## src/sv/assert_macros.svh

```systemverilog
// Concurrent assertion helpers; empty under synthesis.
`ifndef ASSERT_MACROS_SVH
`define ASSERT_MACROS_SVH

`ifndef SYNTHESIS

`define U8RX_ASSERT(label, clk, rst_n, prop) \
	label: assert property (@(posedge clk) disable iff (!(rst_n)) (prop)) \
		else $error("assertion failed");

`define U8RX_ASSERT_NEXT(label, clk, rst_n, ante, cons) \
	label: assert property (@(posedge clk) disable iff (!(rst_n)) (ante) |=> (cons)) \
		else $error("assertion failed");

`else

`define U8RX_ASSERT(label, clk, rst_n, prop)

`define U8RX_ASSERT_NEXT(label, clk, rst_n, ante, cons)

`endif

`endif

```

## src/sv/u8rx_pkg.sv

```systemverilog
package u8rx_pkg;

	localparam logic [7:0] QBT_RESET     = 8'd10;
	localparam logic [3:0] TX_FRAME_BITS = 4'd10;
	localparam logic [3:0] RX_DATA_BITS  = 4'd8;
	localparam logic [2:0] RX_Q_FIRST    = 3'd5;
	localparam logic [2:0] RX_Q_BIT      = 3'd4;
	localparam logic [2:0] RX_Q_TAIL     = 3'd2;
	localparam logic [1:0] TX_Q_LAST     = 2'd3;

	localparam int IQ_DEPTH = 2;
	localparam int IQ_PTR_W = 1;
	localparam int IQ_CNT_W = 2;
	localparam int OQ_DEPTH = 4;
	localparam int OQ_PTR_W = 2;
	localparam int OQ_CNT_W = 3;

	typedef struct packed {
		logic       rx_level;
		logic       send_request;
		logic [7:0] send_byte;
		logic       read_request;
	} in_item_t;

	typedef struct packed {
		logic       tx_level;
		logic       tx_busy;
		logic       read_valid;
		logic [7:0] read_data;
		logic [6:0] fifo_level;
		logic       rx_overflow;
		logic       rx_byte_done;
	} out_item_t;

endpackage

```

## src/sv/uart_8n1_with_rx_fifo.sv

```systemverilog
// 8N1 serial transceiver with a receive FIFO; each accepted transaction is one bit-timing tick
// and yields exactly one result transaction. A tick enters a two-entry input queue, is carried
// out by the transmit/receive core and leaves through a four-entry result queue, so the block
// sustains one tick per clock cycle while results are popped; with no room in the result queue
// the core stalls. The core's state update and the FIFO memory port (one write and one registered
// read a cycle) advance only on a taken tick. The FIFO memory needs no clearing pass after reset;
// quarter_bit_ticks may be written only while no transaction is queued or in flight.
`include "assert_macros.svh"

module uart_8n1_with_rx_fifo #(
	parameter int FIFO_DEPTH = 64
) (
	input  logic       clk,
	input  logic       arst_n,
	input  logic       cfg_wr_en,
	input  logic [7:0] cfg_wr_data,
	input  logic       push,
	output logic       full,
	input  logic       rx_level,
	input  logic       send_request,
	input  logic [7:0] send_byte,
	input  logic       read_request,
	output logic       empty,
	input  logic       pop,
	output logic       tx_level,
	output logic       tx_busy,
	output logic       read_valid,
	output logic [7:0] read_data,
	output logic [6:0] fifo_level,
	output logic       rx_overflow,
	output logic       rx_byte_done
);
	import u8rx_pkg::*;

	in_item_t  in_item;
	in_item_t  front_head;
	logic      front_valid;
	logic      room;
	logic      adv;
	logic      back_valid;
	out_item_t back_item;
	out_item_t res;

	always_comb begin
		in_item              = '0;
		in_item.rx_level     = rx_level;
		in_item.send_request = send_request;
		in_item.send_byte    = send_byte;
		in_item.read_request = read_request;
	end

	assign adv = front_valid && room;

	u8rx_front u_front (
		.clk    (clk),
		.arst_n (arst_n),
		.push   (push),
		.full   (full),
		.item   (in_item),
		.valid  (front_valid),
		.head   (front_head),
		.take   (adv)
	);

	u8rx_back #(
		.FIFO_DEPTH (FIFO_DEPTH)
	) u_back (
		.clk         (clk),
		.arst_n      (arst_n),
		.cfg_wr_en   (cfg_wr_en),
		.cfg_wr_data (cfg_wr_data),
		.adv         (adv),
		.item        (front_head),
		.out_valid   (back_valid),
		.out_item    (back_item)
	);

	u8rx_outq u_outq (
		.clk    (clk),
		.arst_n (arst_n),
		.push   (back_valid),
		.item   (back_item),
		.room   (room),
		.empty  (empty),
		.pop    (pop),
		.head   (res)
	);

	assign tx_level     = res.tx_level;
	assign tx_busy      = res.tx_busy;
	assign read_valid   = res.read_valid;
	assign read_data    = res.read_data;
	assign fifo_level   = res.fifo_level;
	assign rx_overflow  = res.rx_overflow;
	assign rx_byte_done = res.rx_byte_done;

	`U8RX_ASSERT(a_idle_line_high, clk, arst_n, (empty || tx_busy || tx_level))
	`U8RX_ASSERT(a_no_data_without_pop, clk, arst_n, (empty || read_valid || (read_data == 8'd0)))
	`U8RX_ASSERT_NEXT(a_overflow_sticky, clk, arst_n, (pop && !empty && rx_overflow), (empty || rx_overflow))
	`U8RX_ASSERT_NEXT(a_core_feeds_queue, clk, arst_n, adv, back_valid)

endmodule

```

## src/sv/u8rx_front.sv

```systemverilog
module u8rx_front (
	input  logic               clk,
	input  logic               arst_n,
	input  logic               push,
	output logic               full,
	input  u8rx_pkg::in_item_t item,
	output logic               valid,
	output u8rx_pkg::in_item_t head,
	input  logic               take
);
	import u8rx_pkg::*;

	in_item_t              slot_q [IQ_DEPTH];
	logic [IQ_PTR_W-1:0]   wr_ptr_q;
	logic [IQ_PTR_W-1:0]   rd_ptr_q;
	logic [IQ_CNT_W-1:0]   count_q;
	logic                  do_push;
	logic                  do_take;

	assign full    = (count_q == IQ_CNT_W'(IQ_DEPTH));
	assign valid   = (count_q != '0);
	assign head    = slot_q[rd_ptr_q];
	assign do_push = push && !full;
	assign do_take = take && valid;

	always_ff @(posedge clk) begin
		if (do_push) begin
			slot_q[wr_ptr_q] <= item;
		end
	end

	always_ff @(posedge clk or negedge arst_n) begin
		if (!arst_n) begin
			wr_ptr_q <= '0;
			rd_ptr_q <= '0;
			count_q  <= '0;
		end else begin
			if (do_push) begin
				wr_ptr_q <= wr_ptr_q + 1'b1;
			end
			if (do_take) begin
				rd_ptr_q <= rd_ptr_q + 1'b1;
			end
			count_q <= count_q + IQ_CNT_W'(do_push) - IQ_CNT_W'(do_take);
		end
	end

endmodule

```

## src/sv/u8rx_back.sv

```systemverilog
module u8rx_back #(
	parameter int FIFO_DEPTH = 64
) (
	input  logic                clk,
	input  logic                arst_n,
	input  logic                cfg_wr_en,
	input  logic [7:0]          cfg_wr_data,
	input  logic                adv,
	input  u8rx_pkg::in_item_t  item,
	output logic                out_valid,
	output u8rx_pkg::out_item_t out_item
);
	import u8rx_pkg::*;

	localparam int IDX_W  = $clog2(FIFO_DEPTH);
	localparam int FILL_W = $clog2(FIFO_DEPTH + 1);

	logic [7:0]        qbt_q;

	logic [9:0]        tx_shift_q, tx_shift_e, tx_shift_n;
	logic [3:0]        tx_bits_q, tx_bits_e, tx_bits_n;
	logic [1:0]        tx_qc_q, tx_qc_e, tx_qc_n;
	logic [7:0]        tx_tick_q, tx_tick_e, tx_tick_n, tx_tick_inc;
	logic              tx_start, tx_busy, tx_level, tx_qend;

	logic              rx_active_q, rx_active_n;
	logic [7:0]        rx_shift_q, rx_shift_n;
	logic [3:0]        rx_bits_q, rx_bits_n;
	logic [2:0]        rx_qc_q, rx_qc_n, rx_qc_inc, rx_target;
	logic [7:0]        rx_tick_q, rx_tick_n, rx_tick_inc;
	logic              rx_qend, rx_done;

	logic [7:0]        fifo_mem_q [FIFO_DEPTH];
	logic [IDX_W-1:0]  head_q, tail_q;
	logic [FILL_W-1:0] fill_q, fill_pop, fill_n;
	logic [FILL_W+6:0] fill_ext;
	logic              ovf_q, ovf_n;
	logic              pop, fpush;

	logic              valid_s2;
	out_item_t         item_s2;
	logic [7:0]        rdata_s2;
	out_item_t         item_s1;

	always_comb begin
		tx_start    = (tx_bits_q == '0) && item.send_request;
		tx_shift_e  = tx_start ? {1'b1, item.send_byte, 1'b0} : tx_shift_q;
		tx_bits_e   = tx_start ? TX_FRAME_BITS : tx_bits_q;
		tx_qc_e     = tx_start ? 2'd0 : tx_qc_q;
		tx_tick_e   = tx_start ? 8'd0 : tx_tick_q;
		tx_busy     = (tx_bits_e != '0);
		tx_level    = tx_busy ? tx_shift_e[0] : 1'b1;
		tx_tick_inc = tx_tick_e + 8'd1;
		tx_qend     = tx_busy && (tx_tick_inc == qbt_q);
		tx_shift_n  = tx_shift_e;
		tx_bits_n   = tx_bits_e;
		tx_qc_n     = tx_qc_e;
		tx_tick_n   = tx_tick_e;
		if (tx_busy) begin
			tx_tick_n = tx_qend ? 8'd0 : tx_tick_inc;
		end
		if (tx_qend) begin
			tx_qc_n = tx_qc_e + 2'd1;
			if (tx_qc_e == TX_Q_LAST) begin
				tx_shift_n = {1'b1, tx_shift_e[9:1]};
				tx_bits_n  = tx_bits_e - 4'd1;
			end
		end
	end

	always_comb begin
		rx_active_n = rx_active_q;
		rx_shift_n  = rx_shift_q;
		rx_bits_n   = rx_bits_q;
		rx_qc_n     = rx_qc_q;
		rx_tick_n   = rx_tick_q;
		rx_done     = 1'b0;
		rx_tick_inc = rx_tick_q + 8'd1;
		rx_qend     = (rx_tick_inc == qbt_q);
		rx_qc_inc   = rx_qc_q + 3'd1;
		if (rx_bits_q == '0) begin
			rx_target = RX_Q_TAIL;
		end else if (rx_bits_q >= RX_DATA_BITS) begin
			rx_target = RX_Q_FIRST;
		end else begin
			rx_target = RX_Q_BIT;
		end
		if (!rx_active_q) begin
			if (!item.rx_level) begin
				rx_active_n = 1'b1;
				rx_bits_n   = RX_DATA_BITS;
				rx_qc_n     = 3'd0;
				rx_tick_n   = 8'd0;
				rx_shift_n  = 8'd0;
			end
		end else begin
			rx_tick_n = rx_qend ? 8'd0 : rx_tick_inc;
			if (rx_qend) begin
				if (rx_qc_inc >= rx_target) begin
					rx_qc_n = 3'd0;
					if (rx_bits_q != '0) begin
						rx_shift_n = {item.rx_level, rx_shift_q[7:1]};
						rx_bits_n  = rx_bits_q - 4'd1;
					end else begin
						rx_active_n = 1'b0;
						rx_done     = 1'b1;
					end
				end else begin
					rx_qc_n = rx_qc_inc;
				end
			end
		end
	end

	always_comb begin
		pop      = item.read_request && (fill_q != '0);
		fill_pop = fill_q - FILL_W'(pop);
		fpush    = rx_done && (fill_pop < FILL_W'(FIFO_DEPTH));
		fill_n   = fill_pop + FILL_W'(fpush);
		ovf_n    = ovf_q | (rx_done & ~fpush);
		fill_ext = {7'd0, fill_n};

		item_s1              = '0;
		item_s1.tx_level     = tx_level;
		item_s1.tx_busy      = tx_busy;
		item_s1.read_valid   = pop;
		item_s1.fifo_level   = fill_ext[6:0];
		item_s1.rx_overflow  = ovf_n;
		item_s1.rx_byte_done = rx_done;
	end

	always_ff @(posedge clk) begin
		if (adv && pop) begin
			rdata_s2 <= fifo_mem_q[head_q];
		end
		if (adv && fpush) begin
			fifo_mem_q[tail_q] <= rx_shift_q;
		end
		if (adv) begin
			item_s2 <= item_s1;
		end
	end

	always_ff @(posedge clk or negedge arst_n) begin
		if (!arst_n) begin
			qbt_q       <= QBT_RESET;
			tx_shift_q  <= '1;
			tx_bits_q   <= '0;
			tx_qc_q     <= '0;
			tx_tick_q   <= '0;
			rx_active_q <= 1'b0;
			rx_shift_q  <= '0;
			rx_bits_q   <= '0;
			rx_qc_q     <= '0;
			rx_tick_q   <= '0;
			head_q      <= '0;
			tail_q      <= '0;
			fill_q      <= '0;
			ovf_q       <= 1'b0;
			valid_s2    <= 1'b0;
		end else begin
			if (cfg_wr_en) begin
				qbt_q <= cfg_wr_data;
			end
			valid_s2 <= adv;
			if (adv) begin
				tx_shift_q  <= tx_shift_n;
				tx_bits_q   <= tx_bits_n;
				tx_qc_q     <= tx_qc_n;
				tx_tick_q   <= tx_tick_n;
				rx_active_q <= rx_active_n;
				rx_shift_q  <= rx_shift_n;
				rx_bits_q   <= rx_bits_n;
				rx_qc_q     <= rx_qc_n;
				rx_tick_q   <= rx_tick_n;
				fill_q      <= fill_n;
				ovf_q       <= ovf_n;
				if (pop) begin
					head_q <= (head_q == IDX_W'(FIFO_DEPTH - 1)) ? '0 : head_q + 1'b1;
				end
				if (fpush) begin
					tail_q <= (tail_q == IDX_W'(FIFO_DEPTH - 1)) ? '0 : tail_q + 1'b1;
				end
			end
		end
	end

	always_comb begin
		out_item           = item_s2;
		out_item.read_data = item_s2.read_valid ? rdata_s2 : 8'd0;
	end

	assign out_valid = valid_s2;

endmodule

```

## src/sv/u8rx_outq.sv

```systemverilog
module u8rx_outq (
	input  logic                clk,
	input  logic                arst_n,
	input  logic                push,
	input  u8rx_pkg::out_item_t item,
	output logic                room,
	output logic                empty,
	input  logic                pop,
	output u8rx_pkg::out_item_t head
);
	import u8rx_pkg::*;

	out_item_t             slot_q [OQ_DEPTH];
	logic [OQ_PTR_W-1:0]   wr_ptr_q;
	logic [OQ_PTR_W-1:0]   rd_ptr_q;
	logic [OQ_CNT_W-1:0]   count_q;
	logic                  do_pop;

	assign empty  = (count_q == '0);
	assign head   = slot_q[rd_ptr_q];
	assign do_pop = pop && !empty;
	assign room   = (count_q + OQ_CNT_W'(push)) < OQ_CNT_W'(OQ_DEPTH);

	always_ff @(posedge clk) begin
		if (push) begin
			slot_q[wr_ptr_q] <= item;
		end
	end

	always_ff @(posedge clk or negedge arst_n) begin
		if (!arst_n) begin
			wr_ptr_q <= '0;
			rd_ptr_q <= '0;
			count_q  <= '0;
		end else begin
			if (push) begin
				wr_ptr_q <= wr_ptr_q + 1'b1;
			end
			if (do_pop) begin
				rd_ptr_q <= rd_ptr_q + 1'b1;
			end
			count_q <= count_q + OQ_CNT_W'(push) - OQ_CNT_W'(do_pop);
		end
	end

endmodule

```

## config.mk

```make
export PLATFORM = sky130hd
export DESIGN_NAME = uart_8n1_with_rx_fifo
export DESIGN_NICKNAME = d
export VERILOG_FILES = /design/src/sv/u8rx_pkg.sv /design/src/sv/uart_8n1_with_rx_fifo.sv /design/src/sv/u8rx_front.sv /design/src/sv/u8rx_back.sv /design/src/sv/u8rx_outq.sv
export VERILOG_INCLUDE_DIRS = /design/src /design/src/sv
export SDC_FILE = /design/constraint.sdc
export NUM_CORES = 1
export LEC_CHECK = 0
export BUFFER_PORTS_ARGS = -buffer_cell sky130_fd_sc_hd__buf_2
export CORE_MARGIN = 3
export CORE_UTILIZATION = 56
export CTS_CLUSTER_DIAMETER = 60
export DETAILED_ROUTE_END_ITERATION = 12
export PLACE_DENSITY = 0.81
export SLEW_MARGIN = 20
export SYNTH_ARGS = -nofsm -noshare
export SYNTH_HDL_FRONTEND = slang
export SYNTH_SLANG_ARGS = --single-unit
```

## constraint.sdc

```tcl
create_clock -name clk -period 4.9 [get_ports clk]
set_input_delay 0.245 -clock clk [delete_from_list [all_inputs] [get_ports clk]]
set_output_delay 0.245 -clock clk [all_outputs]
set_load 0.02 [all_outputs]
```

# Word level (Yosys, flattened, before mapping)
# Memory sizes are Yosys's and may differ from the RTL's. A register that Yosys moved wholly into a read port is not among the register bits.
# Index checks and enable logic that the tools add are counted.
# classes
bitwise_logic,3
n_mux,47
add_sub_neg,18
reduce_logical,24
order_cmp,4
eq_ne,10
# ops
operator,n
$mux W8,11
$mux W4,8
$mux W10,3
$add A8 B1 Y8 const B,2
$eq A8 B8 Y1,2
$mux W1,16
$mux W3,5
$add A6 B1 Y6 const B,2
$eq A6 B6 Y1 const B,2
$mux W6,2
$logic_and A1 B1 Y1,10
$logic_not A4 Y1,2
$ne A2 B2 Y1 const B,4
$reduce_bool A4 Y1,2
$sub A4 B1 Y4 const B,2
$add A7 B1 Y7,1
$lt A7 B7 Y1 const B,1
$reduce_bool A7 Y1,1
$sub A7 B1 Y7,1
$add A2 B1 Y2 const B,3
$reduce_and A2 Y1,3
$reduce_and A5 Y1,1
$eq A2 B2 Y1 const B,2
$ge A4 B4 Y1 const B,1
other kinds (16),19
# word_totals
ram_bits,614
word_cells,136
ff_bits,100
inputBits,24
n_memories,3
out_inout_bits,22
# mem_list
name,depth,width,rd,rd_clocked_by_memory_dff,wr,line,text
u_back.fifo_mem_q,64,8,1,1,1,u8rx_back.sv:33,logic [7:0] fifo_mem_q [FIFO_DEPTH];
u_outq.slot_q,4,20,1,0,1,u8rx_outq.sv:13,out_item_t slot_q [OQ_DEPTH];
u_front.slot_q,2,11,1,0,1,u8rx_front.sv:13,in_item_t slot_q [IQ_DEPTH];

# Longest topological paths before layout
# Gate-level depths: netlist of the first run.
# logic_depth
word_depth,11
ltp_mapped,16
ltp_nobuf,15

# Modules after synthesis
# Synthesis of the first run repeated with hierarchy kept, for this count alone.
# hier_totals
cells_unflattened,1564
hier_area_um2,29483.3
# modules_own_cells
module,seq_area_each_um2,n_inst,area_each_um2,cells_per_inst
u8rx_back,17917.2,1,25186.7,1371
u8rx_outq,2577.5,1,3293.2,140
u8rx_front,760.7,1,997.2,52
uart_8n1_with_rx_fifo,0.0,1,6.3,1

# Least setup slack after synthesis of the first run
# Ideal clock, no wire load.
# synth_path
kind,flip-flop to flip-flop
startpoint,register u_back.tx_bits_q[1]
endpoint,register u_back.tx_shift_q[1]
setup_time_ns,0.083
t_arrival_ns,3.550
period_less_slack_ns,3.633
setup_slack_ns,1.267
stages_incl_launch_ff,14
required_time_ns,4.817
n_path_buf,2
cell_sequence,dfrtp_1 > or3_4 > or3_1 > clkbuf_1 > clkbuf_1 > and2_1 > ha_1 > nand3_2 > or3_1 > a41oi_1 > or3_1 > a2111o_1 > a21o_1 > a221o_1
# synth_via
elab_chain_cells,7
elab_cells_between_ends,13
classes_between,add/sub: 1; eq/ne: 2; mux: 6; reduce/logical: 4
# synth_rtl
element,line,text
"start, declared",u8rx_back.sv:21,"logic [3:0] tx_bits_q, tx_bits_e, tx_bits_n;"
"start signal, assigned",u8rx_back.sv:168,tx_bits_q <= tx_bits_n;
$logic_not A4 Y1,u8rx_back.sv:46,tx_start = (tx_bits_q == '0) && item.send_request;
$logic_and A1 B1 Y1,u8rx_back.sv:46,
$mux W8,u8rx_back.sv:50,tx_tick_e = tx_start ? 8'd0 : tx_tick_q;
$add A8 B1 Y8,u8rx_back.sv:53,tx_tick_inc = tx_tick_e + 8'd1;
$eq A8 B8 Y1,u8rx_back.sv:54,tx_qend = tx_busy && (tx_tick_inc == qbt_q);
$logic_and A1 B1 Y1,u8rx_back.sv:54,
$mux W10 (*),u8rx_back.sv:62,if (tx_qend) begin
"end signal, assigned",u8rx_back.sv:167,tx_shift_q <= tx_shift_n;
"end, declared",u8rx_back.sv:20,"logic [9:0] tx_shift_q, tx_shift_e, tx_shift_n;"
# Every way passes the cells marked *; elsewhere a longest branch is shown, timed or not.
# A chain may end at the register's enable or synchronous reset.

# Final worst setup path of the first run
# layout_path
startpoint,register u_front.rd_ptr_q
endpoint,register u_back.tx_shift_q[1]
# layout_via
elab_chain_cells,7
elab_cells_between_ends,13
classes_between,add/sub: 1; eq/ne: 2; mux: 6; reduce/logical: 3; memory: 1
# layout_rtl
element,line,text
"start, declared",u8rx_front.sv:15,logic [IQ_PTR_W-1:0] rd_ptr_q;
"start signal, assigned",u8rx_front.sv:42,rd_ptr_q <= rd_ptr_q + 1'b1;
$mem_v2 Z2 W11 (*),n/a,
$logic_and A1 B1 Y1,u8rx_back.sv:46,
$mux W8,u8rx_back.sv:50,
$add A8 B1 Y8,u8rx_back.sv:53,
$eq A8 B8 Y1,u8rx_back.sv:54,
$logic_and A1 B1 Y1,u8rx_back.sv:54,
$mux W10 (*),u8rx_back.sv:62,
# Marks and branches as above.

==> impl_metrics.env, run 1 <==
export IMPL_status="finished, final reports clean"
export IMPL_synth_edf_count=634
export IMPL_irDropWorstVdd_mv=0.315
export IMPL_grt_max_degree=69
export IMPL_start_kind="flop"
export IMPL_p_leak_uw=0.0117
export IMPL_synthToLayoutAreaGrowth_pct=13.9
export IMPL_clockBufferDepth=3
export IMPL_fin_worst_skew_ns=0.0281
export IMPL_path_clk_slew_ns=0.07
export IMPL_finalSetupViolations=0
export IMPL_wire_per_inst_um=26.9
export IMPL_fp_row_count=83
export IMPL_worstPathArrival_ns=4.69
export IMPL_cap_violations=0
export IMPL_portBuffers=45
export IMPL_fill_cells=3163
export IMPL_firstDrtPassIters=6
export IMPL_critical_path_slowest_cell="a2111o_1"
export IMPL_post_cts_resized=0
export IMPL_synthMuxAreaShare_pct=15.3
export IMPL_wl_met2_um=32600
export IMPL_p_seq_share_pct=44.9
export IMPL_synth_simple_area_share_pct=5.10
export IMPL_io_pin_count=46
export IMPL_grt_antenna_before_repair=2
export IMPL_drt_initial_drc_count=1976
export IMPL_synth_yosys_seq_area_share_pct=72.2
export IMPL_cts_tree="built"
export IMPL_synth_xor_area_share_pct=1.28
export IMPL_yosysWarnings=0
export IMPL_ys_types=69
export IMPL_switching_power_uw=5270
export IMPL_dpl_hpwl_um=36700
export IMPL_worstPathCellList="buf_4 > mux2i_1 > or3_1 > and2_1 > ha_1 > nand3_2 > o21ai_1 > a41oi_1 > or3_1 > a2111o_1 > a21o_1 > a221o_1"
export IMPL_grt_pass1_wl_um=101000
export IMPL_min_period_ns=4.15
export IMPL_grt_pass1_vias=16000
export IMPL_dr_wl_met3_um=5560
export IMPL_core_area_mm2=0.0516
export IMPL_cts_sinks=722
export IMPL_nNetsFinal=1725
export IMPL_hp_class="input pin to flop"
export IMPL_crit_required_ns=5.44
export IMPL_fmax_mhz=241
export IMPL_p_per_area_mw_per_mm2=542
export IMPL_seq_area_mm2=0.0213
export IMPL_synth_top_family_by_area="multiplexers"
export IMPL_slowest_delay_ns=0.61
export IMPL_grt_usage_pct=23.9
export IMPL_rsz0062_at_grt="no"
export IMPL_final_cell_mix="634 x edfxtp_1, 188 x mux4_2, 76 x nand2_1"
export IMPL_grt_overflow_total=0
export IMPL_viasPerCell=6.47
export IMPL_totalWireLength_um=65000
export IMPL_synth_main_ff_cell="edfxtp_1"
export IMPL_post_route_drc_count=0
export IMPL_fin_util_pct=64.9
export IMPL_finalCritPeriodShare_pct=84.7
export IMPL_multi_input_area_mm2=0.00775
export IMPL_clockPowerShare_pct=32.1
export IMPL_worstMarginPinSlew_ns=1.12
export IMPL_gp_congestion=0.868
export IMPL_hold_violations=0
export IMPL_pwr_share_comb_pct=23.0
export IMPL_ys_async_sr_fraction_pct=12.2
export IMPL_synth_seq_cells=722
export IMPL_dieArea_mm2=0.0553
export IMPL_highest_layer="met4"
export IMPL_numCtsBuffers=71
export IMPL_vias=15600
export IMPL_final_common_cell="edfxtp_1"
export IMPL_root_buffer="clkbuf_16"
export IMPL_p_int_uw=12900
export IMPL_die_w_um=235
export IMPL_drt_met1_wl_um=24700
export IMPL_synth_compound_area_share_pct=3.35
export IMPL_slew_viol_final=0
export IMPL_dieHeight_um=235
export IMPL_synth_nets=1615
export IMPL_post_synth_fa_ha_maj_area_fraction_pct=1.02
export IMPL_slew_headroom_pct=24.9
export IMPL_syn_area_per_cell_um2=18.8
export IMPL_worst_setup_path_end_kind="flop"
export IMPL_initial_utilization_pct=57.0
export IMPL_layout_drive_gt1_share_pct=27.1
export IMPL_final_setup_tns_ns=0
export IMPL_antenna_left=0
export IMPL_critPathMostFrequentCell="or3_1"
export IMPL_clock_latency_ns=0.62
export IMPL_critical_path_class="flop to flop"
export IMPL_syn_area_mm2=0.0294
export IMPL_syn_inst=1567
export IMPL_critPathMaxFanout=15
export IMPL_h_tree_depth=3
export IMPL_swShare_pct=29.0
[through the flow]
step           setup WS, ns  cell area (um^2)  cells  total power (uW)  hold slack [ns]
3_5_place_dp          0.825             30700   2259             12300            0.285
5_1_grt               0.481             33500   2412             18900           0.0627
2_1_floorplan          1.27             29400   1567             11000          -0.0506
4_1_cts               0.816             33400   2412             18200           0.0147
6_report              0.752             33500   2413             18200           0.0545
3_3_place_gp          0.977             30700   2259             12200            0.279
[cell type report]
type	instances	area share [%]
clock buffer	82	5.64
antenna	1	0.00747
clock inverter	46	1.82
tap	680	2.54
timing repair buffer	133	3.02
multi-input combinational	719	23.1
sequential	722	63.5
inverter	30	0.336
[synth_stat cells, types with 12 or more instances]
cell	n	area, um^2
and2_1	20	125
a21oi_1	18	90.1
mux4_2	188	4230
nor3_1	71	355
clkbuf_1	53	199
dfstp_2	12	315
mux2i_1	14	140
xor2_1	13	114
inv_1	28	105
buf_1	22	82.6
dfrtp_1	76	1900
buf_2	18	90.1
nor2_1	47	176
o21ai_0	36	180
ha_1	24	300
nand2_1	76	285
edfxtp_1	634	19000
nand3_1	26	130
xnor2_1	25	219
[power by group through the flow]
stage / clock (uW) / sequential [uW] / combinational (uW)
after floorplan: 0 / 7810 / 3240
after global placement: 0 / 8200 / 3950
after detailed placement: 0 / 8260 / 4090
after CTS: 5880 / 8150 / 4180
after global routing: 6120 / 8240 / 4490
final: 5820 / 8150 / 4180
[registers in the layout, summed over array words and instances (netlist names), 2 cells and up]
register           count
u_back.rx_bits_q       4
u_outq.wr_ptr_q        2
u_front.slot_q        22
u_outq.rd_ptr_q        2
u_back.rx_qc_q         3
u_back.qbt_q           8
u_back.rdata_s2        8
u_front.count_q        2
u_back.head_q          6
u_back.fifo_mem_q    512
u_back.tx_tick_q       8
u_back.rx_shift_q      8
u_outq.count_q         3
u_back.tx_bits_q       4
u_outq.slot_q         80
u_back.fill_q          7
u_back.rx_tick_q       8
u_back.tx_shift_q     10
u_back.tx_qc_q         2
u_back.out_item       12
u_back.tail_q          6
[logic make-up (layout without fill, tap and decap cells)]
| logic type | after synthesis | count (layout) |
|---|---|---|
| multiplexers | 213 | 213 |
| flip-flops | 722 | 722 |
| other | 0 | 1 |
| AO/OA/AOI/OAI | 144 | 144 |
| AND/OR/NAND/NOR | 298 | 298 |
| buffers and inverters | 126 | 291 |
| adder cells (fa/ha/maj) | 24 | 24 |
| XOR/XNOR | 40 | 40 |
[per-layer routing]
layer	vias up	track usage, %
met5	-	0
met4	0	8.17
met3	153	4.79
met2	898	39.2
met1	7991	32.6
li1	6562	-
[critical path: cells and delay by family, from the launching register on]
| family | cells | cell delay, ns |
|---|---|---|
| AOI/OAI and AO/OA | 5 | 1.51 |
| adders and majority gates | 1 | 0.31 |
| buffers and inverters | 1 | 0.23 |
| DFF | 1 | 0.32 |
| muxes | 1 | 0.40 |
| and+or+nand+nor | 4 | 1.30 |
[path summary, 6_finish.rpt]
path,startpoint,end,depth (start not counted),slack (ns)
min in group asynchronous,arst_n,u_front.wr_ptr_q,2,0.19
max in group asynchronous,arst_n,u_back.rx_tick_q[1],3,3.61
worst min register to register,u_back.tx_shift_q[8],u_back.tx_shift_q[8],2,0.47
worst min-delay path,cfg_wr_en,u_back.qbt_q[7],2,0.05
worst max-delay path,u_front.rd_ptr_q,u_back.tx_shift_q[1],12,0.75
worst max register to register,u_front.rd_ptr_q,u_back.tx_shift_q[1],12,0.75
[repair_timing]
item	4_1_cts	5_1_grt
endpoints found under the hold margin	71	0
hold buffers	25	0
buffers inserted	0	0
(Power assumes the default switching activity.)
==> inputs of run 2 (changes only) <==
ABC_AREA = 1   (was default)
clock period = 4 ns   (was 4.9 ns; I/O delays follow)
==> run 2 against run 1 <==
  * Global-route usage increased by 2.1 points
  * Synthesized cell count increased by 60%
  * Count of clock-buffer cells in the layout increased by 13
  * Critical path type unchanged
  * First-iteration DRC count increased by 36%
  * Worst setup slack got worse by 0.40 ns
  * Largest cell class unchanged
  * Routed wire length increased by 13%
  * Critical path depth decreased by 2
  * Hold slack improved by 0.013 ns
  * Via count increased by 31%
==> impl_metrics.env, run 2 <==
export IMPL_status="finished, final reports clean"
export IMPL_min_period_ns=3.65
export IMPL_initial_utilization_pct=56.9
export IMPL_vias=20500
export IMPL_worst_hold_startpoint="cfg_wr_en"
export IMPL_final_setup_tns_ns=0
export IMPL_hold_path_depth=2
export IMPL_yosys_top_cells_area="edfxtp_1 63%, dfrtp_1 6.3%, o21ai_0 5.8%"
export IMPL_grt_pass1_vias=20200
export IMPL_final_cell_mix="634 x edfxtp_1, 397 x nor2_1, 350 x o21ai_0"
export IMPL_largest_reg_flops=512
export IMPL_synth_nets=2554
export IMPL_top_register="u_back.fifo_mem_q"
export IMPL_wire_per_inst_um=22.3
export IMPL_cts_tree="built"
export IMPL_worstPathArrival_ns=3.88
export IMPL_fill_cells=3653
export IMPL_grt_overflow_total=0
export IMPL_antenna_left=0
export IMPL_synth_edf_count=634
export IMPL_fp_row_count=84
export IMPL_synth_main_ff_cell="edfxtp_1"
export IMPL_grt_usage_pct=26.0
export IMPL_root_buffer="clkbuf_16"
export IMPL_start_kind="flop"
export IMPL_fin_ws_ns=0.354
export IMPL_p_leak_uw=0.0121
export IMPL_drt_initial_drc_count=2692
export IMPL_slew_headroom_pct=32.1
export IMPL_clockBufferDepth=3
export IMPL_pre_cts_slack_ns=0.393
export IMPL_yosysWarnings=0
export IMPL_r2r_cells=10
export IMPL_core_area_mm2=0.0529
export IMPL_dieArea_mm2=0.0565
export IMPL_critPathMostFrequentCell="ha_1"
export IMPL_finalSetupViolations=0
export IMPL_worstPathCellList="nor4_1 > a41oi_1 > ha_1 > ha_1 > nand2_1 > xor2_1 > nor3_4 > buf_4 > nand4_4 > nor2_1"
export IMPL_slowest_delay_ns=0.66
export IMPL_path_clk_slew_ns=0.06
export IMPL_multi_input_area_mm2=0.00775
export IMPL_crit_required_ns=4.23
export IMPL_worst_setup_path_end_kind="flop"
export IMPL_cap_violations=0
export IMPL_p_per_area_mw_per_mm2=717
export IMPL_fin_worst_skew_ns=0.0341
export IMPL_worstMarginPinSlew_ns=1.02
export IMPL_portBuffers=45
export IMPL_clock_latency_ns=0.61
export IMPL_hp_class="input pin to flop"
export IMPL_critPathMaxFanout=13
export IMPL_yosys_area_top_type_share_pct=63.3
export IMPL_critical_path_class="flop to flop"
export IMPL_timing_hold_ws_ns=0.0677
export IMPL_fmax_mhz=274
export IMPL_ys_async_sr_fraction_pct=12.2
export IMPL_finalCritPeriodShare_pct=91.1
export IMPL_yosysMostFrequentCell="edfxtp_1"
export IMPL_r2r_start="u_back.fill_q[5]"
export IMPL_ys_types=51
export IMPL_die_w_um=238
export IMPL_final_common_cell="edfxtp_1"
export IMPL_diodes=0
export IMPL_io_pin_count=46
export IMPL_nNetsFinal=2601
export IMPL_synthToLayoutAreaGrowth_pct=11.7
export IMPL_syn_area_per_cell_um2=12.0
export IMPL_rsz0062_at_grt="no"
export IMPL_synth_top_cell_by_area="edfxtp_1"
export IMPL_cts_sinks=722
export IMPL_syn_area_mm2=0.0301
export IMPL_layout_drive_gt1_share_pct=9.75
export IMPL_grt_pass1_wl_um=113000
export IMPL_syn_inst=2506
export IMPL_firstDrtPassIters=8
export IMPL_yosys_top_cells_count="634 x edfxtp_1, 400 x nor2_1, 350 x o21ai_0"
export IMPL_design_area_mm2=0.0336
export IMPL_grt_antenna_before_repair=0
export IMPL_numCtsBuffers=71
export IMPL_reg_top3="u_back.fifo_mem_q: 512 flops, u_outq.slot_q: 80 flops, u_front.slot_q: 22 flops"
export IMPL_synth_yosys_seq_area_share_pct=70.7
export IMPL_seq_area_mm2=0.0213
export IMPL_synth_seq_cells=722
export IMPL_totalWireLength_um=73400
export IMPL_placed_cell_area_mm2=0.0309
export IMPL_slew_viol_final=0
export IMPL_h_tree_depth=3
export IMPL_dieHeight_um=238
export IMPL_worstSetupStartpoint="u_back.fill_q[5]"
export IMPL_critical_path_slowest_cell="nor2_1"
export IMPL_gp_congestion=0.960
export IMPL_irDropWorstVdd_mv=0.485
export IMPL_grt_max_degree=150
export IMPL_post_cts_resized=0
export IMPL_hold_violations=0
export IMPL_dpl_hpwl_um=43100
export IMPL_viasPerCell=6.23
export IMPL_post_route_drc_count=0
## run 2: path summary, 6_finish.rpt
| path | end | slack [ns] |
|---|---|---|
| min in group asynchronous | u_back.rx_tick_q[3] | 0.25 |
| max reg2reg | u_back.fifo_mem_q[13][5] | 0.35 |
| max in group asynchronous | u_back.qbt_q[1] | 2.79 |
| min reg2reg | u_back.ovf_q | 0.47 |
| min | u_back.qbt_q[1] | 0.07 |
| max | u_back.fifo_mem_q[13][5] | 0.35 |
## run 2: layout make-up
cell class	count	share of cell area, %
tap	688	2.56
clock inverter	31	1.02
clock buffer	95	5.90
multi-input combinational	1519	23.1
timing repair buffer	115	2.62
inverter	124	1.40
sequential	722	63.4
## run 2: cells by family (layout without fill, tap and decap cells)
kind of cell             Yosys count  count (layout)  share of synthesized area, %
multiplexers                      11              11                         0.371
AND/OR/NAND/NOR                  900             900                          12.9
buffers and inverters            265             365                          3.57
XOR/XNOR                          34              34                         0.991
AO/OA/AOI/OAI                    550             550                          10.4
flip-flops                       722             722                          70.7
adder cells (fa/ha/maj)           24              24                         0.999
## run 2: stage by stage
step	utilization [%]	std cells	power (uW)
CTS	63.5	3294	24000
global placement	58.4	3133	17000
detailed placement	58.4	3133	17300
global route	63.5	3294	25200
finish	63.5	3294	24100
floorplan	-	2506	14900
## run 2: critical path: cells and delay by family, from the launching register on
family | cells | cell delay [ns]
AO/OA/AOI/OAI | 1 | 0.27
XOR/XNOR | 1 | 0.11
adder cells (fa/ha/maj) | 2 | 0.53
buffers and inverters | 1 | 0.26
flip-flops | 1 | 0.41
AND/OR/NAND/NOR | 5 | 1.68
## run 2: timing repair
action,4_1_cts,5_1_grt
setup buffers,0,0
hold buffers,35,0
endpoints found under the hold margin,87,0
## run 2: per-layer routing
metal / track usage, % / up-vias / routed length [um]
met5: 0 / - / 0
met4: 10.8 / 0 / 3140
met3: 5.64 / 222 / 7630
met2: 42.7 / 1278 / 35600
met1: 34.1 / 9905 / 27000
li1: - / 9106 / -
## run 2: power breakdown
part / leakage, uW / total, uW / switching [uW] / internal, uW
combinational: 0.00392 / 7060 / 4950 / 2110
sequential: 0.00703 / 10300 / 945 / 9390
clock: 0.00114 / 6670 / 2790 / 3890
total: 0.0121 / 24100 / 8680 / 15400
